===== config.mk =====
export PLATFORM = sky130hd
export DESIGN_NAME = proximity_change_trigger
export DESIGN_NICKNAME = d
export VERILOG_FILES = /design/src/prox_pkg.sv /design/src/proximity_change_trigger.sv
export SDC_FILE = /design/constraint.sdc
export NUM_CORES = 1
export LEC_CHECK = 0
export ABC_AREA = 1
export BUFFER_PORTS_ARGS = -buffer_cell sky130_fd_sc_hd__buf_2
export CORE_MARGIN = 4
export CORE_UTILIZATION = 45
export CTS_CLUSTER_SIZE = 24
export DETAILED_ROUTE_END_ITERATION = 16
export GPL_ROUTABILITY_DRIVEN = 0
export MAX_ROUTING_LAYER = met4
export PLACE_DENSITY = 0.72
export SLEW_MARGIN = 30
export SYNTH_ARGS = -nofsm -noshare
export SYNTH_HDL_FRONTEND = slang
export SYNTH_SLANG_ARGS = --single-unit
export TNS_END_PERCENT = 5

===== constraint.sdc =====
create_clock -name aclk -period 12.3 [get_ports aclk]
set_input_delay 1.845 -clock aclk [delete_from_list [all_inputs] [get_ports aclk]]
set_output_delay 1.845 -clock aclk [all_outputs]
set_load 0.005 [all_outputs]

===== src/prox_pkg.sv =====
// Package for the proximity change trigger: field widths, limits and status codes.
package prox_pkg;

    // Field widths
    localparam int unsigned DIST_W     = 14;
    localparam int unsigned TIME_W     = 32;
    localparam int unsigned MM_W       = 11;
    localparam int unsigned COOL_W     = 24;
    localparam int unsigned MOOD_W     = 11;
    localparam int unsigned STATUS_W   = 3;

    // Packed stream widths, rounded up to whole bytes
    localparam int unsigned S_DATA_W   = 48;
    localparam int unsigned M_DATA_W   = 24;

    // Configuration port
    localparam int unsigned ADDR_W     = 3;
    localparam int unsigned APB_DATA_W = 32;

    // Register indexes
    localparam logic REG_THRESHOLD = 1'b0;
    localparam logic REG_COOLDOWN  = 1'b1;

    // Register reset values
    localparam logic [MM_W-1:0]   THRESHOLD_RST = 11'd300;
    localparam logic [COOL_W-1:0] COOLDOWN_RST  = 24'd30000;

    // Sample filter limits in mm
    localparam logic [MM_W-1:0] GLASS_LIMIT_MM = 11'd60;
    localparam logic [MM_W-1:0] RANGE_LIMIT_MM = 11'd2000;

    // Mood curve: 2*mm - 2000, clamped to +/-1000
    localparam logic [MM_W-1:0]        MOOD_LOW_MM  = 11'd500;
    localparam logic [MM_W-1:0]        MOOD_HIGH_MM = 11'd1500;
    localparam logic signed [12:0]     MOOD_OFFSET  = 13'sd2000;
    localparam logic signed [MOOD_W-1:0] MOOD_FULL  = 11'sd1000;

    // Drift: new = old + floor((sample - old) / 50). The difference is biased
    // by +2000 into 0..4000, divided by 50 with a reciprocal multiply
    // (ceil(2^17 / 50), exact below 4681), then the bias of 40 is removed.
    localparam logic [11:0] DRIFT_BIAS  = 12'd2000;
    localparam logic [11:0] DRIFT_RECIP = 12'd2622;
    localparam int unsigned DRIFT_SHIFT = 17;
    localparam logic [6:0]  DRIFT_QBIAS = 7'd40;

    // Result status codes
    typedef enum logic [STATUS_W-1:0] {
        ST_GLASS     = 3'd0,
        ST_RANGE     = 3'd1,
        ST_BUSY      = 3'd2,
        ST_SEEDED    = 3'd3,
        ST_TRACKED   = 3'd4,
        ST_TRIGGERED = 3'd5,
        ST_DONE      = 3'd6
    } status_t;

endpackage


===== src/proximity_change_trigger.sv =====
// Proximity change trigger: sample filter, baseline tracker and trigger logic.
//
// Channel   Dir  Contents (low bit first)
// s_axis    in   tdata: distance_mm[13:0], now_ms[45:14]; tuser: op
// m_axis    out  tdata: trigger[0], mood_milli[11:1], baseline_mm[22:12]; tuser: status
// apb       in   threshold_mm at 0x0, cooldown_ms at 0x4
//
// One item per cycle sustained while m_tready stays high. Each item passes
// through the input register, is evaluated against the tracker state, and
// its result is registered at the same edge that updates the state.
// A stalled result holds the input register; s_tready drops only when both
// stages are full and m_tready is low. Reset clears the state and restores
// the register defaults.
module proximity_change_trigger (
    input  logic                                aclk,
    input  logic                                aresetn,

    input  logic                                s_tvalid,
    output logic                                s_tready,
    input  logic [prox_pkg::S_DATA_W-1:0]       s_tdata,   // distance_mm, now_ms, pad
    input  logic                                s_tuser,   // op

    output logic                                m_tvalid,
    input  logic                                m_tready,
    output logic [prox_pkg::M_DATA_W-1:0]       m_tdata,   // trigger, mood_milli, baseline_mm, pad
    output logic [prox_pkg::STATUS_W-1:0]       m_tuser,   // status

    input  logic                                psel,
    input  logic                                penable,
    input  logic                                pwrite,
    input  logic [prox_pkg::ADDR_W-1:0]         paddr,
    input  logic [prox_pkg::APB_DATA_W-1:0]     pwdata,
    output logic [prox_pkg::APB_DATA_W-1:0]     prdata,
    output logic                                pready
);

    // Configuration registers
    logic [prox_pkg::MM_W-1:0]   threshold_reg;
    logic [prox_pkg::COOL_W-1:0] cooldown_reg;

    // Tracker state
    logic [prox_pkg::MM_W-1:0]   baseline_reg, baseline_next;
    logic                        base_valid_reg, base_valid_next;
    logic                        busy_reg, busy_next;
    logic [prox_pkg::TIME_W-1:0] cool_start_reg, cool_start_next;
    logic                        cool_armed_reg, cool_armed_next;

    // Input stage
    logic                        in_valid_reg;
    logic                        op_reg;
    logic signed [prox_pkg::DIST_W-1:0] dist_reg;
    logic [prox_pkg::TIME_W-1:0] now_reg;

    // Result stage
    logic                        out_valid_reg;
    prox_pkg::status_t           status_reg, status_next;
    logic                        trig_reg, trig_next;
    logic signed [prox_pkg::MOOD_W-1:0] mood_reg, mood_next;

    logic advance;
    logic apb_write;

    // Evaluation signals
    logic [prox_pkg::MM_W-1:0]   mm;
    logic                        is_neg, is_glass, is_far;
    logic                        cooling;
    logic [prox_pkg::TIME_W-1:0] elapsed;
    logic signed [12:0]          diff;
    logic [prox_pkg::MM_W-1:0]   delta;
    logic [11:0]                 biased;
    logic [23:0]                 drift_prod;
    logic [6:0]                  drift_q;
    logic [11:0]                 drift_sum;
    logic signed [12:0]          mood_lin;

    // Handshakes
    assign advance  = !out_valid_reg || m_tready;
    assign s_tready = !in_valid_reg || advance;
    assign pready   = 1'b1;
    assign apb_write = psel && penable && pwrite && pready;

    // Register readback
    always_comb begin
        prdata = '0;
        case (paddr[2])
            prox_pkg::REG_THRESHOLD: prdata[prox_pkg::MM_W-1:0]   = threshold_reg;
            prox_pkg::REG_COOLDOWN:  prdata[prox_pkg::COOL_W-1:0] = cooldown_reg;
            default:                 prdata = '0;
        endcase
    end

    // Configuration writes
    always_ff @(posedge aclk) begin
        if (!aresetn) begin
            threshold_reg <= prox_pkg::THRESHOLD_RST;
            cooldown_reg  <= prox_pkg::COOLDOWN_RST;
        end else if (apb_write) begin
            case (paddr[2])
                prox_pkg::REG_THRESHOLD: threshold_reg <= pwdata[prox_pkg::MM_W-1:0];
                prox_pkg::REG_COOLDOWN:  cooldown_reg  <= pwdata[prox_pkg::COOL_W-1:0];
                default: ;
            endcase
        end
    end

    // Input register
    always_ff @(posedge aclk) begin
        if (!aresetn) begin
            in_valid_reg <= 1'b0;
        end else if (s_tready) begin
            in_valid_reg <= s_tvalid;
        end
    end

    always_ff @(posedge aclk) begin
        if (s_tvalid && s_tready) begin
            op_reg   <= s_tuser;
            dist_reg <= s_tdata[prox_pkg::DIST_W-1:0];
            now_reg  <= s_tdata[prox_pkg::DIST_W +: prox_pkg::TIME_W];
        end
    end

    // Sample classification
    assign is_neg   = dist_reg[prox_pkg::DIST_W-1];
    assign is_far   = !is_neg && (dist_reg[prox_pkg::DIST_W-2:prox_pkg::MM_W] != '0
                      || dist_reg[prox_pkg::MM_W-1:0] > prox_pkg::RANGE_LIMIT_MM);
    assign mm       = dist_reg[prox_pkg::MM_W-1:0];
    assign is_glass = !is_neg && dist_reg[prox_pkg::DIST_W-2:prox_pkg::MM_W] == '0
                      && mm < prox_pkg::GLASS_LIMIT_MM;

    // Cooldown window, elapsed time modulo 2^32
    assign elapsed = now_reg - cool_start_reg;
    assign cooling = cool_armed_reg &&
                     (elapsed < {{(prox_pkg::TIME_W-prox_pkg::COOL_W){1'b0}}, cooldown_reg});

    // Step from baseline
    assign diff  = $signed({2'b00, mm}) - $signed({2'b00, baseline_reg});
    assign delta = diff[12] ? prox_pkg::MM_W'(-diff) : diff[prox_pkg::MM_W-1:0];

    // Drift toward the sample by floor(diff / 50)
    assign biased     = diff[11:0] + prox_pkg::DRIFT_BIAS;
    assign drift_prod = biased * prox_pkg::DRIFT_RECIP;
    assign drift_q    = drift_prod[prox_pkg::DRIFT_SHIFT +: 7];
    assign drift_sum  = {1'b0, baseline_reg} + {5'd0, drift_q} - {5'd0, prox_pkg::DRIFT_QBIAS};

    // Mood: linear 2*mm - 2000 between the clamp points
    assign mood_lin = $signed({1'b0, mm, 1'b0}) - prox_pkg::MOOD_OFFSET;

    // Per-item evaluation
    always_comb begin
        baseline_next   = baseline_reg;
        base_valid_next = base_valid_reg;
        busy_next       = busy_reg;
        cool_start_next = cool_start_reg;
        cool_armed_next = cool_armed_reg;
        status_next     = prox_pkg::ST_TRACKED;
        trig_next       = 1'b0;
        mood_next       = '0;
        if (op_reg) begin
            busy_next       = 1'b0;
            cool_start_next = now_reg;
            cool_armed_next = 1'b1;
            status_next     = prox_pkg::ST_DONE;
        end else if (is_glass) begin
            status_next = prox_pkg::ST_GLASS;
        end else if (is_neg || is_far) begin
            status_next = prox_pkg::ST_RANGE;
        end else if (busy_reg) begin
            status_next = prox_pkg::ST_BUSY;
        end else if (!base_valid_reg) begin
            baseline_next   = mm;
            base_valid_next = 1'b1;
            status_next     = prox_pkg::ST_SEEDED;
        end else if (!cooling && delta >= threshold_reg) begin
            trig_next     = 1'b1;
            baseline_next = mm;
            busy_next     = 1'b1;
            status_next   = prox_pkg::ST_TRIGGERED;
            if (mm <= prox_pkg::MOOD_LOW_MM) begin
                mood_next = -prox_pkg::MOOD_FULL;
            end else if (mm >= prox_pkg::MOOD_HIGH_MM) begin
                mood_next = prox_pkg::MOOD_FULL;
            end else begin
                mood_next = mood_lin[prox_pkg::MOOD_W-1:0];
            end
        end else begin
            baseline_next = drift_sum[prox_pkg::MM_W-1:0];
            status_next   = prox_pkg::ST_TRACKED;
        end
    end

    // State and result update when an item moves to the result stage
    always_ff @(posedge aclk) begin
        if (!aresetn) begin
            baseline_reg   <= '0;
            base_valid_reg <= 1'b0;
            busy_reg       <= 1'b0;
            cool_start_reg <= '0;
            cool_armed_reg <= 1'b0;
            out_valid_reg  <= 1'b0;
        end else if (advance) begin
            out_valid_reg <= in_valid_reg;
            if (in_valid_reg) begin
                baseline_reg   <= baseline_next;
                base_valid_reg <= base_valid_next;
                busy_reg       <= busy_next;
                cool_start_reg <= cool_start_next;
                cool_armed_reg <= cool_armed_next;
            end
        end
    end

    always_ff @(posedge aclk) begin
        if (advance && in_valid_reg) begin
            status_reg <= status_next;
            trig_reg   <= trig_next;
            mood_reg   <= mood_next;
        end
    end

    // Result channel; baseline_mm is the tracker state left by this item
    assign m_tvalid = out_valid_reg;
    assign m_tuser  = status_reg;
    assign m_tdata  = {1'b0, baseline_reg, mood_reg, trig_reg};

    // Checks
    a_trig_status: assert property (@(posedge aclk) disable iff (!aresetn)
        m_tvalid && m_tdata[0] |-> m_tuser == prox_pkg::ST_TRIGGERED)
        else $error("trigger set without triggered status");

    a_trig_busy: assert property (@(posedge aclk) disable iff (!aresetn)
        advance && in_valid_reg && trig_next |=> busy_reg)
        else $error("busy not set after trigger");

    a_stall_cause: assert property (@(posedge aclk) disable iff (!aresetn)
        !s_tready |-> in_valid_reg && m_tvalid && !m_tready)
        else $error("input stalled without a blocked result");

    a_unseeded_zero: assert property (@(posedge aclk) disable iff (!aresetn)
        !base_valid_reg |-> baseline_reg == '0)
        else $error("baseline nonzero before seeding");

endmodule

## Word level (Yosys, flattened, before mapping)

Cells that the tools add are included.

- Bits in registers: 145
- Input port bits: 91
- Output and inout port bits: 62
- Word-level logic and storage cells: 88

- Add/sub/neg operators: 7
- Multiply operators: 1
- Order comparisons: 6
- Equal/unequal tests: 2
- Mux-type cells: 18
- Bitwise logic cells: 7
- Reductions and logical operators: 29

Operator list:

| cell | count |
|---|---|
| $mux W11 | 5 |
| $lt A32 B24 Y1 | 1 |
| $sub A32 B32 Y32 | 1 |
| $mul A12 B11 Y23 const B | 1 |
| $pmux W11 S2 | 1 |
| $mux W13 | 1 |
| $add A12 B11 Y12 const B | 1 |
| $mux W3 | 4 |
| $sub A11 B11 Y12 | 1 |
| $add A11 B7 Y11 | 1 |
| $ge A11 B11 Y1 | 1 |
| $ge A11 B11 Y1 const B | 1 |
| $gt A11 B11 Y1 const B | 1 |
| $le A11 B9 Y1 const B | 1 |
| $lt A11 B6 Y1 const B | 1 |
| $neg A11 Y11 | 1 |
| $sub A11 B11 Y11 const B | 1 |
| $sub A11 B6 Y11 const B | 1 |
| $logic_and A1 B1 Y1 | 9 |
| $reduce_or A8 Y1 | 1 |
| $mux W1 | 7 |
| $not A1 Y1 | 7 |
| $reduce_or A7 Y1 | 1 |
| $reduce_and A6 Y1 | 1 |
| 11 further kinds | 19 |

## Depth between registers and ports, before layout

Gate-level depths: netlist of run 1.

- Depth in word-level cells: 11
- Depth in mapped cells: 50
- Mapped depth without buffers: 50

## Least setup slack after synthesis of run 1

OpenSTA, ideal clock, no wires.

- Path kind: register -> register
- Start: register dist_reg[0] (netlist bit)
- End: register baseline_reg[9] (netlist bit)
- Arrival: 7.942 ns
- Slack: 4.226 ns
- Cell stages (with the launch flop): 50
- Buffers on the path: 0
- Clock period less this slack: 8.074 ns
- Cell sequence: edfxtp_1 > inv_1 > ha_1 > inv_1 > fa_1 > a31o_1 > or2_1 > nand2_2 > inv_2 > ha_1 > inv_1 > nand2_2 > xnor2_1 > inv_1 > nand2_1 > nand2_1 > inv_1 > ha_1 > [14 not listed] > nor2_1 > nor2_1 > o21ai_0 > xor2_1 > ha_1 > inv_1 > ha_1 > a21oi_1 > nand2_1 > nand2_1 > nand2_1 > a21oi_1 > o21ai_0 > a21oi_1 > xor2_1 > nand3_1 > nand3_1 > a21oi_1

- Word-level cells in the longest chain between the ends: 7
- Elaborated cells on any way between the ends: 20
- Classes of those cells: 5 x add/sub; 1 x mul; 3 x order compare; 3 x mux; 2 x bitwise; 6 x reduce/logical

Ends and longest elaborated chain:

| element | line | RTL |
|---|---|---|
| from (decl) | proximity_change_trigger.sv:51 | `logic signed [prox_pkg::DIST_W-1:0] dist_reg;` |
| from (signal assigned) | proximity_change_trigger.sv:118 | `dist_reg <= s_tdata[prox_pkg::DIST_W-1:0];` |
| $sub A11 B11 Y12 | proximity_change_trigger.sv:137 | `assign diff = $signed({2'b00, mm}) - $signed({2'b00, baseline_reg});` |
| $add A12 B11 Y12 / $neg A11 Y11 (equally long branches) | proximity_change_trigger.sv:141, proximity_change_trigger.sv:138 |  |
| $mul A12 B11 Y23 / $mux W11 (equally long branches) | proximity_change_trigger.sv:142, proximity_change_trigger.sv:138 |  |
| $add A11 B7 Y11 / $ge A11 B11 Y1 (equally long branches) | proximity_change_trigger.sv:144, proximity_change_trigger.sv:174 |  |
| $sub A11 B6 Y11 / $logic_and A1 B1 Y1 (equally long branches) | proximity_change_trigger.sv:144, proximity_change_trigger.sv:174 |  |
| $mux W11 | proximity_change_trigger.sv:174 | `end else if (!cooling && delta >= threshold_reg) begin` |
| $mux W11 | proximity_change_trigger.sv:170 | `end else if (!base_valid_reg) begin` |
| to (signal assigned) | proximity_change_trigger.sv:204 | `baseline_reg <= baseline_next;` |
| to (decl) | proximity_change_trigger.sv:42 | `logic [prox_pkg::MM_W-1:0] baseline_reg, baseline_next;` |

Several ways; a longest one is shown, not always the timed one.
A chain may end at the register's enable or synchronous reset.

## Worst setup path after layout of run 1

Ends and elaborated chain as after synthesis.

==> summary.txt, run 1 <==
met3 Resource Use GR - 2.75%
Initial DRT Pass Iterations - 8
status - complete, no violations
Num Clock Sinks - 144
Cell Count, Final, Fillers Out - 2,151
fraction of the mapped netlist area in adder cells - 24.3%
die height - 175 um
sequential share of the synthesized area - 27.8%
Bufs on Longest Clock Path - 2
grt ovf - 0
Post-CTS Resized - 0
largest net degree at the start of global routing - 58
Critical Path Max Stage Delay - 0.65 ns
Routed WL per cell - 14.3 um
Crit. End Element - register
worst-margin pin slew - 0.897 ns
CTS tree - yes
# fillers - 2,573
Slowest-stage cell, CP - xnor2_1
IO Pins - 153
Initial Util - 46.2%
LEAKAGE - 0.00716 uW
Hold Crit Class - reg -> reg
Syn Area/Cell - 7.65 sq um
Hold Slack - 0.460 ns
port buffer count - 129
compound-gate portion of the synthesized area - 12.7%
min cycle time layout - 9.30 ns
Post-Synth Simple-Gate Area - 18.3%
reg2reg start - dist_reg[0]
RSZ-0062 raised after global routing - false
DRT Wirelength - 30,800 um
routed vias - 11,000
ANT nets after route - 0
via/cell ratio - 5.11
Top cell by count, worst path - inv_1
Async SR Flop Fraction - 0%
layout cells sized above 1 - 11.5%
Core Area - 27,300 sq um
Max Cap Violations - 0
ys flop type - dfxtp_1
postcts setup bufs - 0
GRT Util Overall - 20.9%
xor and xnor area share after synthesis - 5.61%
first-pass GRT wire length - 51,300 um
final hold violations - 0
hold path start - cool_start_reg[8]
root buffer cell - clkbuf_16
post-layout util - 51.8%
Post-Route Skew - 0.0120 ns
area delta synth->final - 12.3%
fin nets - 2,080
Max-Slew Margin vs Limit - 39.8%
Critical Path Source Type - register
pre-CTS setup slack - 3.07 ns
Detailed Route Iter0 Violations - 795
Yosys top cell area share - 18.9%
setup ws final - 3.00 ns
Area contributors post-synth - ha_1, edfxtp_1, dfxtp_1
Clock Pin Slew Worst Setup and Hold Paths - 0.07 ns
placed cells - 2,118
Ys Warns - 0
cell taking the most area after synthesis - ha_1
maximum vdd drop - 219 uV
largest family of logic cells by synthesized area - adder cells
commonest non-fill, non-tap cell in the layout - nand2_1
most frequent cells in the layout - nand2_1, inv_1, ha_1
vias in the first global route - 10,800
max frequency - 107 MHz
critical path arrival - 9.59 ns
Crit path required time - 12.59 ns
setup TNS - 0 ns
cts bufs inserted - 17
Yosys reg bits - 144
# rows - 60
grt peak-use layer - met2
met2 usage in global routing - 35.9%
WS Path Type - reg -> reg
initial antenna violation count - 1
library cells used by synthesis - 52
chip width - 175 um
DRC - 0
number of synthesized flops with an enable pin - 61
crit path from - dist_reg[0]
post-synthesis mux area share - 0%
# H-tree levels - 4
clock latency on the worst-skew pair - 0.44 ns
Final Cycle Share - 75.6%
dpl hpwl - 24,700 um
hold buffers post-CTS - 0
Pins Over Slew Limit - 0
Setup violations, final - 0
synthesized instance count - 1,644
die area - 30,700 sq um
Crit Path Max Fanout - 7
P per Cell Area - 241 nW/um^2
Cell Area, Synth - 12,600 sq um
GRT met1 Usage - 25.1%
-- stage by stage --
| stage | instance area (sq um) | power, uW |
|---|---|---|
| final | 14100 | 3400 |
| after global routing | 14100 | 3820 |
| after CTS | 14100 | 3410 |
| after detailed placement | 13600 | 2860 |
| after global placement | 13500 | 2790 |
| after floorplan | 12600 | 2380 |
-- per-layer routing --
layer	share of wire [%]	vias to the layer above
met1	43	5042
met2	49	335
met5	0	-
li1	-	5549
met3	4.3	67
met4	3.2	0
-- where the power goes --
part	total [uW]	switching, uW	internal (uW)	leakage (uW)
Combinational	2360	1420	940	0.00560
Clock	511	234	277	0.000284
Sequential	533	12.1	521	0.00127
-- logic make-up (layout without fill, tap and decap cells) --
logic type	Yosys count	in the layout
AND/OR/NAND/NOR	542	542
XOR/XNOR	72	72
buffers and inverters	364	489
other	2	12
flip-flops	144	144
adder cells (fa/ha/maj)	224	224
AO/OA/AOI/OAI	296	296
-- critical path: cells and delay by family, from the launching register on --
| kind | cells | cell delay, ns |
|---|---|---|
| AOI/OAI and AO/OA | 8 | 1.29 |
| xor gates and xnor gates | 3 | 1.03 |
| adders and majority gates | 11 | 3.90 |
| buffers and inverters | 13 | 1.01 |
| DFF | 1 | 0.42 |
| and+or+nand+nor | 14 | 1.45 |
-- final cells by class --
cell class,instances,area (sq um),area share (%)
multi-input cells,1145,7700,54.5
well taps,372,465,3.29
flip-flops and latches,144,3490,24.7
clock buffers,18,450,3.19
inverters,324,1220,8.63
clock inverters,14,124,0.877
repair buffers,133,676,4.78
diodes,1,2.50,0.0177
-- path summary, 6_finish.rpt --
path	end	slack [ns]	cells after the start
worst max register to register	baseline_reg[9]	3.00	49
worst min register to register	cool_start_reg[8]	0.46	2
worst max-delay path	baseline_reg[9]	3.00	49
worst min-delay path	cool_start_reg[8]	0.46	2
-- cells in the mapped netlist (7+ instances only) --
cell type	count
inv_1	317
nand2_1	317
ha_1	190
a21oi_1	157
o21ai_0	99
dfxtp_1	83
nor2_1	83
nand3_1	75
edfxtp_1	61
xor2_1	48
fa_1	34
clkbuf_1	25
nor3_1	20
xnor2_1	17
buf_4	12
nand2_2	11
nand4_1	11
a31oi_1	10
o21bai_1	7
Power figures use the tool's default switching activity.
==> run 2: changes to the inputs <==
PLACE_DENSITY = 0.75   (was 0.72)
clock period = 7.9 ns   (was 12.3 ns; I/O delays follow)
==> run 2 against run 1 <==
Compared with the run above:
- the run now ends with negative setup slack left
- critical path type unchanged
- clock power rose by 57%
- sequential share of layout area fell by 2.0 points
- utilization rose by 4.5 points
- routed wire length rose by 6.7%
- non-clock buffer count rose by 102
- die area did not move
- worst hold slack improved by 0.0011 ns
- largest cell class unchanged
==> summary.txt, run 2 (synthesis results as in run 1) <==
ANT nets after route - 0 (unchanged)
chip width - 175 um (unchanged)
Post-Route Skew - 0.0136 ns (+0.00155 ns)
dpl hpwl - 25,500 um (+3.6%)
first-pass GRT wire length - 52,200 um (+1.7%)
IO Pins - 153 (unchanged)
layout cells sized above 1 - 19.5% (+8.0 points)
internal power - 3900 uW (+120%)
Initial Util - 46.2% (unchanged)
maximum vdd drop - 499 uV (+130%)
grt ovf - 0 (unchanged)
most frequent cells in the layout - nand2_1, inv_1, ha_1
largest net degree at the start of global routing - 58 (unchanged)
Final Cycle Share - 100% (+25 points)
# rows - 60 (unchanged)
# H-tree levels - 4 (unchanged)
clock latency on the worst-skew pair - 0.45 ns (about the same)
met3 Resource Use GR - 3.61% (+0.87 points)
# fillers - 2,452 (-4.7%)
Crit path required time - 8.20 ns (-4.39 ns)
violated checks - negative setup slack
Hold Crit Class - reg -> reg
# diodes - 0 (-1)
routed vias - 11,500 (+4.2%)
combinational share of power - 77.7% (+8.4 points)
WS Path Type - reg -> reg
part of the power in registers - 11.3% (-4.4 points)
Detailed Route Iter0 Violations - 686 (-14%)
Pins Over Slew Limit - 0 (unchanged)
GRT met1 Usage - 24.6% (-0.45 points)
die height - 175 um (unchanged)
Slowest-stage cell, CP - fa_1
status - finished with violations
die area - 30,700 sq um (unchanged)
clock share of power - 11.0% (-4.0 points)
Max-Slew Margin vs Limit - 34.3% (-5.5 points)
LEAKAGE - 0.00770 uW (+7.7%)
vias in the first global route - 11,200 (+3.3%)
Bufs on Longest Clock Path - 2 (unchanged)
GRT Util Overall - 21.3% (+0.43 points)
min cycle time layout - 7.93 ns (-1.38 ns)
Routed WL per cell - 14.6 um (+1.9%)
Core Area - 27,300 sq um (unchanged)
placed cells - 2,197 (+3.7%)
critical path arrival - 8.23 ns (-1.36 ns)
initial antenna violation count - 0 (-1)
Initial DRT Pass Iterations - 5 (-3)
sw frac - 46.9% (-2.0 points)
Max Cap Violations - 0 (unchanged)
setup ws final - -0.0265 ns (-3.02 ns)
fin nets - 2,182 (+4.9%)
cts bufs inserted - 17 (unchanged)
root buffer cell - clkbuf_16
Critical Path Max Stage Delay - 0.54 ns (-0.11 ns)
final hold violations - 0 (unchanged)
RSZ-0062 raised after global routing - true
port buffer count - 129 (unchanged)
Critical Path Source Type - register
Num Clock Sinks - 144 (unchanged)
Net Switching - 3440 uW (+110%)
Cell Count, Final, Fillers Out - 2,252 (+4.7%)
worst-margin pin slew - 0.979 ns (+0.0822 ns)
DRT Wirelength - 32,900 um (+6.7%)
met2 usage in global routing - 37.6% (+1.6 points)
via/cell ratio - 5.09 (-0.44%)
pre-CTS setup slack - -0.226 ns (-3.29 ns)
commonest non-fill, non-tap cell in the layout - nand2_1
Crit. End Element - register
Clock Pin Slew Worst Setup and Hold Paths - 0.07 ns (about the same)
CTS tree - yes
max frequency - 126 MHz (+17%)
Setup violations, final - 1 (+1)
area delta synth->final - 22.0%
Crit Path Max Fanout - 4 (-3)
P per Cell Area - 478 nW/um^2 (+99%)
DRC - 0 (unchanged)
grt peak-use layer - met2
[run 2: cell count changes in the layout (fill, tap and decap cells not counted), sizes merged]
cell and delta:
buf +102, diode -1, clkinv +1, clkbuf -1
[run 2: power by group through the flow]
stage	clock, uW	sequential [uW]	combinational, uW
2_1_floorplan	0	840	2870
3_3_place_gp	0	843	3940
3_5_place_dp	0	844	4060
4_1_cts	816	828	4800
5_1_grt	849	832	6270
6_report	804	828	5700
[run 2: final timing paths]
check	startpoint	to	slack [ns]	cells after the start
min reg2reg	cool_start_reg[25]	cool_start_reg[25]	0.46	2
max reg2reg	dist_reg[0]	baseline_reg[5]	-0.03	45
max	dist_reg[0]	baseline_reg[5]	-0.03	45
min	cool_start_reg[25]	cool_start_reg[25]	0.46	2
[run 2: through the flow]
step                TNS (ns)  cell area [sq um]  power (uW)  utilization (%)  hold WS, ns
global route           -1.63              15400        7960             56.3        0.479
CTS                        0              15000        6440             55.1        0.464
detailed placement    -0.675              14200        4900             52.0        0.454
finish               -0.0265              15400        7330             56.3        0.461
floorplan                  0              12600        3710                -        0.435
global placement      -0.294              14200        4780             52.0        0.445
[run 2: final cells by class]
| class | count | area [sq um] | share of cell area (%) |
|---|---|---|---|
| Tap cell | 372 | 465 | 3.03 |
| Sequential cell | 144 | 3490 | 22.8 |
| Multi-Input combinational cell | 1145 | 8120 | 52.9 |
| Clock buffer | 17 | 425 | 2.77 |
| Clock inverter | 15 | 170 | 1.11 |
| Inverter | 324 | 1220 | 7.95 |
| Timing Repair Buffer | 235 | 1460 | 9.50 |
[run 2: repair_timing]
item,CTS,global route
gates resized for setup,40,39
cloned,0,0
hold buffers,0,0
endpoints found under the setup margin,5,7
setup buffers,10,15
pin swaps,35,45
[run 2: worst max-delay path, delay by kind of cell (launching register included)]
family	cells	cell delay, ns
adders and majority gates	11	3.47
and+or+nand+nor	13	1.49
buffers and inverters	12	1.02
AOI/OAI and AO/OA	7	1.04
DFF	1	0.40
xor gates and xnor gates	2	0.34
[run 2: routing by layer]
metal	vias up	wire (um)	part of all wire, %
li1	5756	-	-
met1	5299	13700	42
met2	329	16600	50
met3	75	1670	5.1
met4	0	919	2.8
met5	-	0	0
==> run 3: changes to the inputs <==
BUFFER_PORTS_ARGS = -buffer_cell sky130_fd_sc_hd__buf_4   (was -buffer_cell sky130_fd_sc_hd__buf_2)
==> run 3 against run 2 <==
Compared with the run above:
- the flow now finishes without violations
- non-clock buffer count up 6
- global-route usage rose by 0.46 points
- sequential cell count did not move
- worst hold slack barely moved
- die area stayed put
- register-to-register slack gained 0.17 ns
- design area rose by 2.9%
- routed wire length is 2.3% higher
- worst setup slack improved by 0.17 ns
- highest routed layer unchanged
- critical endpoint is now baseline_reg[9]
==> summary.txt, run 3 (synthesis results as in run 1) <==
status - complete, no violations
initial antenna violation count - 0 (unchanged)
Max Cap Violations - 0 (unchanged)
Area after DPL - 14,500 sq um (+2.4%)
Max-Slew Margin vs Limit - 38.4% (+4.0 points)
largest net degree at the start of global routing - 58 (unchanged)
via/cell ratio - 5.16 (+1.4%)
cts bufs inserted - 17 (unchanged)
die area - 30,700 sq um (unchanged)
Crit path required time - 8.19 ns (about the same)
area taken by multi-input logic gates - 8200 sq um (+1.0%)
Crit. End Element - register
commonest non-fill, non-tap cell in the layout - nand2_1
layout cells sized above 1 - 20.7% (+1.3 points)
Clock Pin Slew Worst Setup and Hold Paths - 0.07 ns (about the same)
clock latency on the worst-skew pair - 0.45 ns (about the same)
Initial Util - 46.2% (unchanged)
area delta synth->final - 25.5%
Seq. cell area - 3490 sq um (unchanged)
grt ovf - 0 (unchanged)
Critical Path Source Type - register
hold depth - 2 (unchanged)
Post-Route Skew - 0.0240 ns (+0.0104 ns)
ANT nets after route - 0 (unchanged)
first-pass GRT wire length - 53,200 um (+2.0%)
Final Cycle Share - 98.2% (-2.1 points)
die height - 175 um (unchanged)
Core Area - 27,300 sq um (unchanged)
RR Endpoint - baseline_reg[9]
root buffer cell - clkbuf_16
routed vias - 11,600 (+1.6%)
DRC - 0 (unchanged)
Critical Path Max Stage Delay - 0.56 ns (+0.02 ns)
dpl hpwl - 25,800 um (+1.2%)
Worst Hold End - cool_start_reg[28]
port buffer count - 129 (unchanged)
Routed WL per cell - 14.9 um (+2.0%)
DRT Wirelength - 33,700 um (+2.3%)
vias in the first global route - 11,300 (+1.5%)
Slowest-stage cell, CP - fa_1
worst-margin pin slew - 0.919 ns (-0.0601 ns)
cell area after layout - 15,800 sq um (+2.9%)
Hold Crit Class - reg -> reg
fin nets - 2,188 (+0.27%)
Detailed Route Iter0 Violations - 674 (-1.7%)
GRT Util Overall - 21.8% (+0.46 points)
Pins Over Slew Limit - 0 (unchanged)
dominant delay contributor by cell family on the critical path - adder cells
min cycle time layout - 7.76 ns (-0.168 ns)
Crit Path Max Fanout - 4 (unchanged)
pre-CTS setup slack - -0.287 ns (-0.0612 ns)
# H-tree levels - 4 (unchanged)
reg2reg start - dist_reg[0]
max frequency - 129 MHz (+2.2%)
# fillers - 2,388 (-2.6%)
critical path arrival - 8.05 ns (-0.18 ns)
hold buffers post-CTS - 0 (unchanged)
final hold violations - 0 (unchanged)
# diodes - 0 (unchanged)
WS Path Type - reg -> reg
P per Cell Area - 481 nW/um^2 (+0.77%)
RSZ-0062 raised after global routing - true
R2R setup slack - 0.14 ns (+0.17 ns)
LEAKAGE - 0.00782 uW (+1.5%)
CTS tree - yes
Bufs on Longest Clock Path - 2 (unchanged)
Initial DRT Pass Iterations - 7 (+2)
Setup violations, final - 0 (-1)
maximum vdd drop - 495 uV (-0.70%)
setup ws final - 0.141 ns (+0.168 ns)
chip width - 175 um (unchanged)
Num Clock Sinks - 144 (unchanged)
hold path start - cool_start_reg[28]
worst-case reg-to-reg path depth - 47 (+4.4%)
IO Pins - 153 (unchanged)
Bufs and invs on worst path - 11 (-1)
most frequent cells in the layout - nand2_1, inv_1, buf_4
# rows - 60 (unchanged)
-- run 3: cell count changes in the layout (fill, tap and decap cells not counted), sizes merged --
cell	previous run	this run
buf	235	241
clkinv	10	6
inv	329	333
-- run 3: layout make-up --
class / instances / area share [%]
tap: 372 / 2.95
clock inverter: 15 / 1.03
multi-input combinational: 1145 / 51.9
sequential: 144 / 22.1
inverter: 324 / 7.75
clock buffer: 17 / 2.69
timing repair buffer: 241 / 11.5
-- run 3: worst register-to-register path: cells and delay by family, from the launching register on --
| kind | cells | cell delay (ns) |
|---|---|---|
| xor gates and xnor gates | 3 | 0.50 |
| and+or+nand+nor | 16 | 1.35 |
| DFF | 1 | 0.41 |
| buffers and inverters | 11 | 0.95 |
| AOI/OAI and AO/OA | 7 | 0.92 |
| adders and majority gates | 10 | 3.50 |
-- run 3: per-stage QoR --
| step | hold WS [ns] | total power [uW] | std cells | setup TNS (ns) | util, % |
|---|---|---|---|---|---|
| 2_1_floorplan | 0.435 | 3710 | 1653 | 0 | - |
| 3_3_place_gp | 0.445 | 4870 | 2201 | -0.272 | 53.2 |
| 3_5_place_dp | 0.452 | 5000 | 2201 | -0.931 | 53.2 |
| 4_1_cts | 0.463 | 6520 | 2245 | 0 | 56.6 |
| 5_1_grt | 0.485 | 8300 | 2258 | -0.968 | 57.9 |
| 6_report | 0.461 | 7600 | 2258 | 0 | 57.9 |
-- run 3: repair_timing --
item                                    in CTS  in global routing
gates resized for setup                     40                 64
buffers inserted                            12                 13
pin swaps                                   35                 45
endpoints found under the setup margin       5                  7
-- run 3: worst max path at each step --
| stage | from | end | slack, ns | depth (start not counted) |
|---|---|---|---|---|
| final | dist_reg[0] | baseline_reg[9] | 0.14 | 47 |
| after detailed placement | dist_reg[0] | baseline_reg[8] | -0.29 | 47 |
| after global routing | dist_reg[0] | baseline_reg[10] | -0.23 | 46 |
| after global placement | dist_reg[0] | baseline_reg[8] | -0.15 | 45 |
| after floorplan | dist_reg[0] | baseline_reg[9] | 0.01 | 49 |
| after CTS | dist_reg[0] | baseline_reg[9] | 0.01 | 46 |
-- run 3: routing by layer --
metal	up-vias	global-route usage [%]	share of wire [%]
met1	5398	25.2	40
met4	0	9.39	4.1
met5	-	-	0
met2	379	37.7	50
met3	92	3.16	5.2
li1	5776	-	-
-- run 3: report_power, final --
part           internal [uW]  total, uW  switching [uW]  leakage, uW
sequential               811        828            16.9      0.00127
combinational           2870       5970            3090      0.00626
clock                    425        808             382     0.000292
total                   4110       7600            3490      0.00782
